$ cat config.mk
export PLATFORM = sky130hd
export DESIGN_NAME = sem_outq
export DESIGN_NICKNAME = d
export VERILOG_FILES = /design/src/rtl/sem_pkg.sv /design/src/rtl/sem_outq.sv
export SDC_FILE = /design/constraint.sdc
export NUM_CORES = 1
export LEC_CHECK = 0
export ABC_AREA = 1
export CELL_PAD_IN_SITES_DETAIL_PLACEMENT = 2
export CELL_PAD_IN_SITES_GLOBAL_PLACEMENT = 2
export CORE_UTILIZATION = 40
export CTS_CLUSTER_SIZE = 25
export DETAILED_ROUTE_END_ITERATION = 8
export DONT_BUFFER_PORTS = 1
export GPL_TIMING_DRIVEN = 0
export HOLD_SLACK_MARGIN = 0.06
export PLACE_DENSITY = 0.84
export SKIP_CTS_REPAIR_TIMING = 1
export SYNTH_ARGS = -nofsm -noshare
export SYNTH_HDL_FRONTEND = slang
export SYNTH_SLANG_ARGS = --single-unit
export TNS_END_PERCENT = 30
$ cat constraint.sdc
create_clock -name clk -period 3.7 [get_ports clk]
set_clock_uncertainty 0.2 [all_clocks]
set_input_delay 0.555 -clock clk [delete_from_list [all_inputs] [get_ports clk]]
set_output_delay 0.555 -clock clk [all_outputs]
set_load 0.02 [all_outputs]
$ cat src/rtl/sem_pkg.sv
package sem_pkg;

	localparam int MAX_WIDTH  = 1024;
	localparam int COL_W      = $clog2(MAX_WIDTH);
	localparam int ROW_W      = 12;
	localparam int PIX_W      = 8;
	localparam int SLOTS      = 4;
	localparam int SLOT_W     = 2;
	localparam int OWED_W     = $clog2(MAX_WIDTH + 2);
	localparam int WCFG_W     = 11;
	localparam int CFG_W      = 12;
	localparam int CFG_IDX_W  = 1;
	localparam int OUTQ_DEPTH = 3;
	localparam int LVL_W      = 2;

	localparam logic [CFG_IDX_W-1:0] REG_FRAME_WIDTH  = CFG_IDX_W'(0);
	localparam logic [CFG_IDX_W-1:0] REG_FRAME_HEIGHT = CFG_IDX_W'(1);

	localparam logic CMD_PIXEL = 1'b0;
	localparam logic CMD_DRAIN = 1'b1;

	typedef logic [PIX_W-1:0]  pix_t;
	typedef logic [COL_W-1:0]  col_t;
	typedef logic [ROW_W-1:0]  row_t;
	typedef logic [SLOT_W-1:0] slot_t;
	typedef logic [SLOTS-1:0][PIX_W-1:0] bank_t;

	localparam col_t WIDTH_M1_RESET  = COL_W'((640 > MAX_WIDTH ? MAX_WIDTH : 640) - 1);
	localparam row_t HEIGHT_M1_RESET = ROW_W'(479);

	// line store write issued with the accepted pixel
	typedef struct packed {
		logic  en;
		slot_t slot;
		col_t  col;
		pix_t  data;
	} wr_req_t;

	// column read issued with the accepted item, and what stage 1 does with it
	typedef struct packed {
		logic  emit;
		logic  clamp;
		logic  load0;
		col_t  col;
		slot_t su;
		slot_t sm;
		slot_t sd;
		logic  frame_end;
	} rd_req_t;

	typedef struct packed {
		pix_t t;
		pix_t m;
		pix_t b;
	} column_t;

	typedef struct packed {
		pix_t mag;
		logic last;
	} result_t;

endpackage

$ cat src/rtl/sem_outq.sv
module sem_outq import sem_pkg::*; (
	input  logic             clk,
	input  logic             arst_n,
	input  logic             push,
	input  result_t          din,
	input  logic             ready,
	output logic             valid,
	output result_t          dout,
	output logic [LVL_W-1:0] level
);

	result_t          buf_q [OUTQ_DEPTH];
	logic [LVL_W-1:0] wr_ptr_q;
	logic [LVL_W-1:0] rd_ptr_q;
	logic [LVL_W-1:0] level_q;
	logic             pop;

	function automatic logic [LVL_W-1:0] bump(logic [LVL_W-1:0] p);
		return (p == LVL_W'(OUTQ_DEPTH - 1)) ? '0 : p + LVL_W'(1);
	endfunction

	always_comb begin
		valid = (level_q != '0);
		dout  = buf_q[rd_ptr_q];
		level = level_q;
		pop   = valid && ready;
	end

	always_ff @(posedge clk or negedge arst_n) begin
		if (!arst_n) begin
			wr_ptr_q <= '0;
			rd_ptr_q <= '0;
			level_q  <= '0;
		end else begin
			if (push) begin
				wr_ptr_q <= bump(wr_ptr_q);
			end
			if (pop) begin
				rd_ptr_q <= bump(rd_ptr_q);
			end
			if (push && !pop) begin
				level_q <= level_q + LVL_W'(1);
			end else if (pop && !push) begin
				level_q <= level_q - LVL_W'(1);
			end
		end
	end

	always_ff @(posedge clk) begin
		if (push) begin
			buf_q[wr_ptr_q] <= din;
		end
	end

	a_no_overflow: assert property (@(posedge clk) disable iff (!arst_n)
		push |-> (level_q != LVL_W'(OUTQ_DEPTH)))
		else $error("result pushed into a full queue");

endmodule

# ---- After elaboration in Yosys (flattened, before gate mapping)
# Memories as Yosys holds them, arrays and structs flattened.
# Index checks and enable logic that the tools add are counted.
dict set report totals {
  ff_bits 6
  memories 1
  out_inout_bits 12
  word_cells 23
  ramBits 27
}
# memory depth width rd rd_ports_with_merged_regs wr line_no
set memory_table {}
lappend memory_table {buf_q 3 9 1 0 1 sem_outq.sv:12} ;# result_t buf_q [OUTQ_DEPTH];
dict set report classes {
  n_eq_ne 2
  n_addsub 4
  reduce_logical 7
  muxes 6
}
# cell n
set op_table {}
lappend op_table {{2-to-1 mux 2 bit} 4}
lappend op_table {{adder 2 x 1 -> 2 bit, second input constant} 3}
lappend op_table {{== test 2 bit, second input constant} 2}
lappend op_table {{nonzero test 2 bit} 2}
lappend op_table {{logical AND 1 bit} 3}
lappend op_table {{zero test 1 bit} 2}
lappend op_table {{2-to-1 mux 1 bit} 2}
lappend op_table {{subtractor 2 x 1 -> 2 bit, second input constant} 1}

# ---- Depth between registers and ports, before layout
# Gate-level depths: netlist of the first run.
dict set report logic_depth {
  depth_word 5
  depth_mapped 9
  depth_no_buf 9
}

# ---- Least setup slack after synthesis of the first run
# Ideal clock, no wire load.
dict set report synth_path {
  kind {register to register}
  startpoint {register level_q[0], in the netlist level[0]}
  endpoint {register level_q[1], in the netlist level[1]}
  required_ns 3.383
  setup_ns 0.117
  stages_incl_launch_ff 9
  arrival_ns 1.343
  setup_slack_ns 2.040
  path_buffers 0
  cell_sequence {dfrtp_1 inv_2 nand2_2 nand2_1 ha_1 inv_1 nand3_1 nand2_1 nand2_1}
}
dict set report synth_between {
  elab_chain_len 5
  elab_cells_between_ends 10
  classes_between {add/sub (2); mux (2); reduce/logical (6)}
}
# element line_no
set synth_lines {}
lappend synth_lines {{start, declared} sem_outq.sv:15} ;# logic [LVL_W-1:0] level_q;
lappend synth_lines {{start signal, assigned} sem_outq.sv:42} ;# level_q <= level_q + LVL_W'(1);
lappend synth_lines {{start signal, assigned} sem_outq.sv:44} ;# level_q <= level_q - LVL_W'(1);
lappend synth_lines {{nonzero test 2 bit *} sem_outq.sv:23} ;# valid = (level_q != '0);
lappend synth_lines {{via valid} sem_outq.sv:7} ;# output logic valid,
lappend synth_lines {{logical AND 1 bit *} sem_outq.sv:26} ;# pop = valid && ready;
lappend synth_lines {{zero test 1 bit} sem_outq.sv:41} ;# if (push && !pop) begin
lappend synth_lines {{logical AND 1 bit} sem_outq.sv:41}
lappend synth_lines {{2-to-1 mux 2 bit or nonzero test 2 bit (tied branches)} --}
# The timed path passes the listed nets; every way through them passes the cells marked *. The select of a mux whose other input is x is not followed.
# A chain may end at the register's enable or synchronous reset.

==> flow_metrics.py, run 1 <==
metrics = {
    "layout": {
        "area_growth_pct": 8.949,
        "final_layout_size_suffix_gt1_share_pct": 11.61,
        "final_net_count": 125,
        "postLayoutCellArea_um2": 1401,
        "antennaDiodeCount": 0,
        "instances_no_fill": 156,
    },
    "sta": {
        "post-route-worst-setup-slack_ns": 1.539,
        "finalSetupViolations": 0,
        "finalMaxSlewViolations": 0,
        "maxSlewHeadroom_pct": 45.08,
        "fin_setup_tns_ns": 0,
        "setup_repair_after_global_routing_missed_its_margin": "false",
        "timing.final.hold_violations": 0,
        "fmax_mhz": 462.6,
        "tightestPinTransition_ns": 0.8208,
        "period_share_pct": 58.42,
        "finalCriticalPeriod_ns": 2.161,
    },
    "floorplanning": {
        "floorplan.io_pins": 25,
        "die_width_um": 58.71,
        "overall_die_area_um2": 3446,
        "initial_utilization_pct": 42.13,
        "fp.coreArea_um2": 3053,
        "row_count": 20,
        "die-height_um": 58.71,
    },
    "setup_path": {
        "cp-end-kind": "primary output",
        "required_time_worst_endpoint_ns": 2.94,
        "cp.arrival_ns": 1.41,
        "worst-r2r-setup-slack_ns": 1.86,
        "timing.setup.critical_path_class": "reg2out",
        "crit_path_start_kind": "register",
        "crit_fanout": 10,
    },
    "clock_network": {
        "cts_buffer_depth": 2,
        "h-tree-depth": 2,
        "tritoncts": "yes",
        "cts_sinks": 33,
        "later_pin_clock_latency_in_the_skew_report_ns": 0.33,
        "cts.root.buffer_cell": "sky130_fd_sc_hd__clkbuf_4",
        "worst_setup_hold_path_clk_slew_ns": 0.10,
        "cts_buffer_count": 5,
    },
    "power_and_ir_drop": {
        "power.density_cell_area_nw_per_um2": 816.4,
        "power_mw": 1.144,
        "vdd_drop_max_v": 0.0003448,
        "power.leakage_nw": 0.5497,
    },
    "global_routing": {
        "initial_antenna_violation_count": 0,
        "grt_use_total_pct": 18.97,
        "global_route.overflow_total": 0,
        "grt_first_pass_wirelength_mm": 4.319,
        "number_of_global_route_vias_before_repair": 866,
        "grt_max_degree": 11,
    },
    "logic_synthesis": {
        "synth_top_family_by_area": "simple AND/OR/NAND/NOR gates",
        "synthAdderAreaFrac_pct": 0.9728,
        "synthesis.area_per_instance_um2": 12.49,
        "seq_area_frac_synth_pct": 74.71,
        "synth_nets": 117,
        "synth-xor-area-share_pct": 0.6809,
        "synth-seq-cells": 33,
        "yosys.area_share.simple_pct": 19.65,
        "post_synth_inst_count": 103,
        "yosys.cell_types.count": 15,
        "synth-compound-area-share_pct": 0.7782,
        "yosys-mux-area-fraction_pct": 0,
        "syn_area_um2": 1286,
        "synth.yosys.warnings": 0,
    },
    "drt": {
        "postRouteAntennaNets": 0,
        "post-route-drc-count": 0,
        "detail_route.iter0.violations": 21,
        "routed_wirelength_mm": 2.807,
        "routedWlPerCell_um": 17.99,
        "vias_per_cell": 4.987,
        "via_count_of_the_routed_design": 778,
        "detailedRoute.firstPassIterationCount": 4,
    },
    "run_status": {
        "outcome": "finished clean",
    },
    "placed_design": {
        "numPlacedInstances": 147,
        "port-buffer-count": 0,
        "place_area_um2": 1341,
        "gpl.final_weighted_congestion": 0.6379,
        "place_worst_setup_slack_ns": 1.831,
        "hpwl_mm": 2.084,
    },
    "hold_path": {
        "hold_path_class": "in2reg",
    },
    "job": {
        "cap_viol_max_count": 0,
    },
}
-- worst max-delay path, cell delays in order (launching register included) --
cell and delay, ns:
sky130_fd_sc_hd__dfrtp_1 0.44, sky130_fd_sc_hd__inv_2 0.06, sky130_fd_sc_hd__nor2_4 0.25, sky130_fd_sc_hd__nand2_1 0.11, sky130_fd_sc_hd__nand3_1 0.22
-- path summary, 6_finish.rpt --
| path | start | end | depth (start not counted) |
|---|---|---|---|
| max | rd_ptr_q[0] | dout[0] | 4 |
| min | push | wr_ptr_q[1] | 1 |
| max reg2reg | level[0] | level[1] | 8 |
| min reg2reg | rd_ptr_q[0] | rd_ptr_q[0] | 2 |
| max in group asynchronous | arst_n | level[0] | 1 |
| min in group asynchronous | arst_n | rd_ptr_q[1] | 1 |
-- metal layers --
layer | GRT usage, % | routed length [um] | vias to the layer above
met3 | 7.912 | 157 | 5
met2 | 34.32 | 1554 | 23
met1 | 19.50 | 1059 | 389
met5 | 0 | 0 | -
li1 | - | - | 361
met4 | 7.143 | 35 | 0
-- final cells by class --
type / count / area (um2)
well taps: 44 / 55.05
fillers: 312 / 1652
clock inverters: 3 / 12.51
clock buffers: 5 / 37.54
multi-input cells: 60 / 284.0
plain buffers: 1 / 7.507
repair buffers: 1 / 10.01
flip-flops and latches: 33 / 960.9
inverters: 9 / 33.78
-- sequential cells by signal, indices dropped and copies added (netlist names) --
name      count
wr_ptr_q      2
buf_q        27
level         2
rd_ptr_q      2
-- through the flow --
stage,hold WS [ns],utilization [%]
after floorplan,0.05941,-
after global placement,0.05957,43.93
after detailed placement,0.05956,43.93
after CTS,-0.3070,45.57
after global routing,0.08296,45.90
final,0.1065,45.90
-- cells in the final DEF (no fill, tap or decap) --
master,count
sky130_fd_sc_hd__dlygate4sd3_1,1
sky130_fd_sc_hd__o21ai_0,2
sky130_fd_sc_hd__clkinv_1,2
sky130_fd_sc_hd__nand3_1,13
sky130_fd_sc_hd__nand4_1,1
sky130_fd_sc_hd__nand3_2,1
sky130_fd_sc_hd__nand2_2,1
sky130_fd_sc_hd__edfxtp_1,27
sky130_fd_sc_hd__xnor2_1,1
sky130_fd_sc_hd__nor2_1,1
sky130_fd_sc_hd__nand2_1,37
sky130_fd_sc_hd__inv_2,2
sky130_fd_sc_hd__dfrtp_1,6
sky130_fd_sc_hd__ha_1,1
sky130_fd_sc_hd__clkinv_2,1
sky130_fd_sc_hd__nor2_4,2
sky130_fd_sc_hd__clkbuf_4,5
sky130_fd_sc_hd__inv_1,7
sky130_fd_sc_hd__buf_4,1
-- logic make-up (layout without fill, tap and decap cells) --
kind of cell    Yosys count  count (layout)
fa+ha+maj                 1               1
xor+xnor                  1               1
simple gates             56              56
compound gates            2               2
flops                    33              33
buf+inv                  10              19
-- where the power goes --
| part | leakage [nW] | total, mW | internal, mW | switching [mW] |
|---|---|---|---|---|
| Clock | 0.0300 | 0.182 | 0.0686 | 0.114 |
| Combinational | 0.196 | 0.411 | 0.0940 | 0.317 |
| Sequential | 0.323 | 0.551 | 0.488 | 0.0632 |
-- synthesized netlist by cell type, drive strengths merged --
| master | count | share of area, % |
|---|---|---|
| buf | 1 | 0.58 |
| dfrtp | 6 | 12 |
| edfxtp | 27 | 63 |
| ha | 1 | 0.97 |
| inv | 9 | 2.6 |
| nand2 | 38 | 11 |
| nand3 | 14 | 5.8 |
| nand4 | 1 | 0.49 |
| nor2 | 3 | 2.0 |
| o21ai | 2 | 0.78 |
| xnor2 | 1 | 0.68 |
Note: power is estimated with default switching activity, not from simulation.
==> inputs of run 2 (changes only) <==
Settings changed: ABC_AREA 1 to 0, PLACE_DENSITY 0.84 to 0.8.
Clock period 3.7 ns to 2.2 ns, I/O delays scaled along.
==> run 2 against run 1 <==
  * Non-clock buffer count up 13
  * Cell count is 6.4% lower
  * Die area down 0.37%
  * Sequential power up 70%
==> flow_metrics.py, run 2 <==
metrics = {
    "setup_path": {
        "crit_path_max_incr_delay_ns": 0.43,
        "cp-end-kind": "primary output",
        "crit_path_start_kind": "register",
        "timing.setup.critical_path_class": "reg2out",
        "r2r.worst_path.cells": 2,
        "crit_buf_inv": 1,
        "cp.arrival_ns": 1.44,
        "crit_family": "flip-flops",
        "required_time_worst_endpoint_ns": 1.67,
        "worstSetupPathDepth": 3,
        "crit_fanout": 10,
        "crit_path_cell_trace": "buf_6, mux2i_1, o21ai_1",
        "timing.critical_path.slowest_stage_cell": "sky130_fd_sc_hd__dfrtp_1",
    },
    "placed_design": {
        "place_area_um2": 1341,
        "port-buffer-count": 0,
        "place_worst_setup_slack_ns": 0.4158,
        "hpwl_mm": 1.723,
        "gpl.final_weighted_congestion": 0.7041,
    },
    "logic_synthesis": {
        "cell_with_the_most_instances_after_synthesis": "sky130_fd_sc_hd__edfxtp_1",
        "synthAdderAreaFrac_pct": 0.9766,
        "async_flop_share_pct": 18.18,
        "synth-compound-area-share_pct": 6.348,
        "synth_top_family_by_area": "multiplexers",
        "synth-seq-cells": 33,
        "synth.yosys.warnings": 0,
        "post-synth-top-area-fraction_pct": 63.28,
        "ys_top_cells_by_area": "sky130_fd_sc_hd__edfxtp_1 63%, sky130_fd_sc_hd__dfrtp_1 12%, sky130_fd_sc_hd__mux2i_1 7.0%",
        "yosys.area_share.simple_pct": 6.641,
        "synth_nets": 96,
        "post_synth_inst_count": 82,
        "synthesis.area_per_instance_um2": 15.62,
        "number_of_synthesized_flops_with_an_enable_pin": 27,
        "synth-xor-area-share_pct": 2.051,
        "seq_area_frac_synth_pct": 75.00,
        "synth_ff_type": "sky130_fd_sc_hd__edfxtp_1",
        "netlist.top_cell.by_area": "sky130_fd_sc_hd__edfxtp_1",
        "yosys.cell_types.count": 19,
        "synth.cells.most_frequent": "27 x sky130_fd_sc_hd__edfxtp_1, 11 x sky130_fd_sc_hd__nand2_1, 10 x sky130_fd_sc_hd__o21ai_1",
        "yosys-mux-area-fraction_pct": 7.031,
        "syn_area_um2": 1281,
    },
    "global_routing": {
        "grt_max_degree": 11,
        "global_route.overflow_total": 0,
        "grt_first_pass_wirelength_mm": 3.912,
        "grt_use_total_pct": 16.93,
        "initial_antenna_violation_count": 0,
        "number_of_global_route_vias_before_repair": 771,
    },
    "clock_network": {
        "worst_setup_hold_path_clk_slew_ns": 0.10,
        "later_pin_clock_latency_in_the_skew_report_ns": 0.34,
        "cts_buffer_count": 5,
        "tritoncts": "yes",
        "cts_buffer_depth": 2,
        "h-tree-depth": 2,
        "cts_sinks": 33,
        "cts.root.buffer_cell": "sky130_fd_sc_hd__clkbuf_4",
    },
    "layout": {
        "antennaDiodeCount": 0,
        "area_growth_pct": 18.65,
        "largest_register": "buf_q",
        "largest_reg_flops": 27,
        "postLayoutCellArea_um2": 1520,
        "final_net_count": 115,
        "final_layout_size_suffix_gt1_share_pct": 11.76,
        "layout.filler_cells": 295,
        "layout.cells.most_common": "sky130_fd_sc_hd__edfxtp_1",
        "final_cell_mix": "27 x sky130_fd_sc_hd__edfxtp_1, 12 x sky130_fd_sc_hd__dlygate4sd3_1, 11 x sky130_fd_sc_hd__nand2_1",
    },
    "floorplanning": {
        "die-height_um": 58.60,
        "overall_die_area_um2": 3433,
        "floorplan.io_pins": 25,
        "row_count": 20,
        "initial_utilization_pct": 41.97,
        "fp.coreArea_um2": 3053,
        "die_width_um": 58.60,
    },
    "sta": {
        "tightestPinTransition_ns": 0.9337,
        "finalCriticalPeriod_ns": 1.968,
        "timing.final.hold_violations": 0,
        "period_share_pct": 89.48,
        "post-route-worst-setup-slack_ns": 0.2315,
        "maxSlewHeadroom_pct": 37.52,
        "fmax_mhz": 508.0,
        "finalMaxSlewViolations": 0,
        "hold-worst-slack_ns": 0.06262,
        "setup_repair_after_global_routing_missed_its_margin": "false",
        "finalSetupViolations": 0,
    },
    "drt": {
        "routedWlPerCell_um": 19.41,
        "vias_per_cell": 5.048,
        "detail_route.iter0.violations": 16,
        "detailedRoute.firstPassIterationCount": 2,
        "via_count_of_the_routed_design": 737,
        "postRouteAntennaNets": 0,
        "routed_wirelength_mm": 2.834,
        "post-route-drc-count": 0,
    },
    "hold_path": {
        "worst_hold_path.num_cells": 2,
        "hold_path_class": "in2reg",
    },
    "power_and_ir_drop": {
        "vdd_drop_max_v": 0.0005422,
        "power.density_cell_area_nw_per_um2": 1281,
        "power.leakage_nw": 0.5628,
    },
    "job": {
        "cap_viol_max_count": 0,
    },
    "run_status": {
        "outcome": "finished clean",
    },
}
run 2: worst paths after layout:
kind	from	end	slack [ns]
worst max register to register	wr_ptr_q[0]	buf_q[1][8]	0.39
max in group asynchronous	arst_n	rd_ptr_q[1]	1.46
worst max-delay path	rd_ptr_q[0]	dout[5]	0.23
worst min register to register	wr_ptr_q[1]	wr_ptr_q[1]	0.37
min in group asynchronous	arst_n	wr_ptr_q[0]	0.10
worst min-delay path	push	wr_ptr_q[0]	0.06
run 2: layout make-up:
class / instances / area, um2 / share of cell area, %
plain buffers: 3 / 21.27 / 1.399
clock buffers: 8 / 58.81 / 3.868
flip-flops and latches: 33 / 960.9 / 63.21
well taps: 44 / 55.05 / 3.621
repair buffers: 12 / 120.1 / 7.901
inverters: 1 / 3.754 / 0.2469
multi-input cells: 45 / 300.3 / 19.75
run 2: logic make-up after synthesis:
kind of cell / Yosys count
AO/OA/AOI/OAI: 14
XOR/XNOR: 3
adder cells (fa/ha/maj): 1
buffers and inverters: 4
flip-flops: 33
multiplexers: 9
AND/OR/NAND/NOR: 18
run 2: where the power goes:
part,switching [mW],leakage [nW],internal [mW]
combinational,0.447,0.207,0.205
clock,0.201,0.0326,0.158
sequential,0.117,0.323,0.821
run 2: through the flow:
| step | instances | power (mW) | setup TNS [ns] | util (%) |
|---|---|---|---|---|
| after floorplan | 82 | 1.436 | 0 | - |
| after CTS | 134 | 1.937 | 0 | 45.86 |
| after global placement | 126 | 1.535 | -0.3514 | 43.77 |
| after global routing | 146 | 2.055 | 0 | 49.80 |
| after detailed placement | 126 | 1.581 | 0 | 43.93 |
| final | 146 | 1.948 | 0 | 49.80 |
run 2: routing by layer:
| metal | global-route usage [%] | share of wire, % | vias to the layer above |
|---|---|---|---|
| met4 | 7.143 | 1.9 | 0 |
| met5 | 0 | 0 | - |
| met1 | 18.18 | 40 | 381 |
| met3 | 6.593 | 2.5 | 5 |
| li1 | - | - | 337 |
| met2 | 29.72 | 56 | 14 |
==> inputs of run 3 (changes only) <==
Settings changed: CTS_BUF_LIST from default to sky130_fd_sc_hd__clkbuf_16.
==> run 3 against run 2 <==
  * Via count fell by 5.4%
  * Largest cell class unchanged
  * Highest routed layer unchanged
  * Design area rose by 3.8%
  * Sequential power barely moved
==> flow_metrics.py, run 3 (synthesized netlist as in run 2, its figures left out) <==
metrics = {
    "run_status": {
        "outcome": "finished clean",
    },
    "setup_path": {
        "crit_buf_inv": 1,
        "crit_path_cell_trace": "buf_6, mux2i_1, o21ai_1",
        "crit_path_max_incr_delay_ns": 0.41,
        "cp.arrival_ns": 1.36,
        "crit-reg2reg-launch": "wr_ptr_q[0]",
        "crit_fanout": 10,
        "crit_family": "flip-flops",
        "required_time_worst_endpoint_ns": 1.67,
        "worst_r2r_endpoint": "buf_q[1][8]",
        "endpoint": "dout[5]",
        "r2r.worst_path.cells": 2,
        "cp-startpoint": "rd_ptr_q[0]",
        "worst-r2r-setup-slack_ns": 0.45,
        "timing.critical_path.slowest_stage_cell": "sky130_fd_sc_hd__dfrtp_1",
        "timing.setup.critical_path_class": "reg2out",
        "crit_path_start_kind": "register",
        "worstSetupPathDepth": 3,
        "cp-end-kind": "primary output",
    },
    "sta": {
        "fin_setup_tns_ns": 0,
        "post-route-worst-setup-slack_ns": 0.3086,
        "maxSlewHeadroom_pct": 39.72,
        "finalMaxSlewViolations": 0,
        "setup_repair_after_global_routing_missed_its_margin": "false",
        "finalSetupViolations": 0,
        "hold-worst-slack_ns": 0.07835,
        "period_share_pct": 85.97,
        "fmax_mhz": 528.7,
        "timing.final.hold_violations": 0,
        "tightestPinTransition_ns": 0.9009,
        "finalCriticalPeriod_ns": 1.891,
    },
    "global_routing": {
        "grt_max_degree": 11,
        "number_of_global_route_vias_before_repair": 765,
        "global_route.overflow_total": 0,
        "grt_use_total_pct": 17.40,
        "initial_antenna_violation_count": 0,
        "grt_first_pass_wirelength_mm": 3.981,
    },
    "placed_design": {
        "place_area_um2": 1341,
        "place_worst_setup_slack_ns": 0.4158,
        "gpl.final_weighted_congestion": 0.7041,
        "port-buffer-count": 0,
        "hpwl_mm": 1.723,
    },
    "layout": {
        "final_net_count": 113,
        "layout.cells.most_common": "sky130_fd_sc_hd__edfxtp_1",
        "layout.filler_cells": 283,
        "final_cell_mix": "27 x sky130_fd_sc_hd__edfxtp_1, 11 x sky130_fd_sc_hd__nand2_1, 10 x sky130_fd_sc_hd__o21ai_1, 10 x sky130_fd_sc_hd__dlygate4sd3_1, 9 x sky130_fd_sc_hd__mux2i_1",
        "largest_register": "buf_q",
        "antennaDiodeCount": 0,
        "area_growth_pct": 23.14,
        "postLayoutCellArea_um2": 1578,
        "final_layout_size_suffix_gt1_share_pct": 11.00,
        "largest_reg_flops": 27,
    },
    "floorplanning": {
        "die_width_um": 58.60,
        "floorplan.io_pins": 25,
        "die-height_um": 58.60,
        "fp.coreArea_um2": 3053,
        "row_count": 20,
        "initial_utilization_pct": 41.97,
        "overall_die_area_um2": 3433,
    },
    "clock_network": {
        "cts_sinks": 33,
        "h-tree-depth": 2,
        "cts_buffer_count": 5,
        "cts.root.buffer_cell": "sky130_fd_sc_hd__clkbuf_16",
        "tritoncts": "yes",
        "later_pin_clock_latency_in_the_skew_report_ns": 0.27,
        "worst_setup_hold_path_clk_slew_ns": 0.05,
        "cts_buffer_depth": 2,
    },
    "hold_path": {
        "hold_path_class": "in2reg",
        "timing.hold.worst.start": "ready",
    },
    "power_and_ir_drop": {
        "power.leakage_nw": 0.5957,
        "vdd_drop_max_v": 0.0008409,
        "power.density_cell_area_nw_per_um2": 1404,
    },
    "job": {
        "cap_viol_max_count": 0,
    },
    "drt": {
        "postRouteAntennaNets": 0,
        "routed_wirelength_mm": 2.636,
        "detail_route.iter0.violations": 15,
        "post-route-drc-count": 0,
        "detailedRoute.firstPassIterationCount": 3,
        "routedWlPerCell_um": 18.31,
        "vias_per_cell": 4.840,
        "via_count_of_the_routed_design": 697,
    },
}
==> run 3: worst min-delay path by stage <==
stage | to | slack, ns | depth (start not counted)
global route | rd_ptr_q[1] | 0.09 | 2
CTS | level[1] | -0.46 | 0
finish | rd_ptr_q[1] | 0.08 | 2
detailed placement | level[1] | -0.17 | 0
floorplan | level[0] | -0.17 | 0
global placement | level[1] | -0.17 | 0
==> run 3: layout make-up <==
class | count | area [um2] | share of cell area [%]
flip-flops and latches | 33 | 960.9 | 60.90
clock inverters | 3 | 11.26 | 0.7137
inverters | 1 | 3.754 | 0.2379
plain buffers | 3 | 21.27 | 1.348
multi-input cells | 45 | 300.3 | 19.03
clock buffers | 5 | 125.1 | 7.930
well taps | 44 | 55.05 | 3.489
repair buffers | 10 | 100.1 | 6.344
==> run 3: per-layer routing <==
layer	up-vias	global-route usage (%)	routed length [um]
met5	-	0	0
met4	0	6.122	43
met3	2	7.912	95
met2	15	30.05	1366
met1	348	18.89	1130
li1	332	-	-
==> run 3: power breakdown <==
part / switching [mW] / internal [mW]
Sequential: 0.112 / 0.824
Clock: 0.233 / 0.406
Combinational: 0.438 / 0.203
Total: 0.783 / 1.43
==> run 3: stage by stage <==
step           power [mW]  instances  utilization, %
2_1_floorplan       1.436         82               -
3_3_place_gp        1.535        126           43.77
3_5_place_dp        1.581        126           43.93
4_1_cts             2.234        134           48.40
5_1_grt             2.338        144           51.68
6_report            2.216        144           51.68
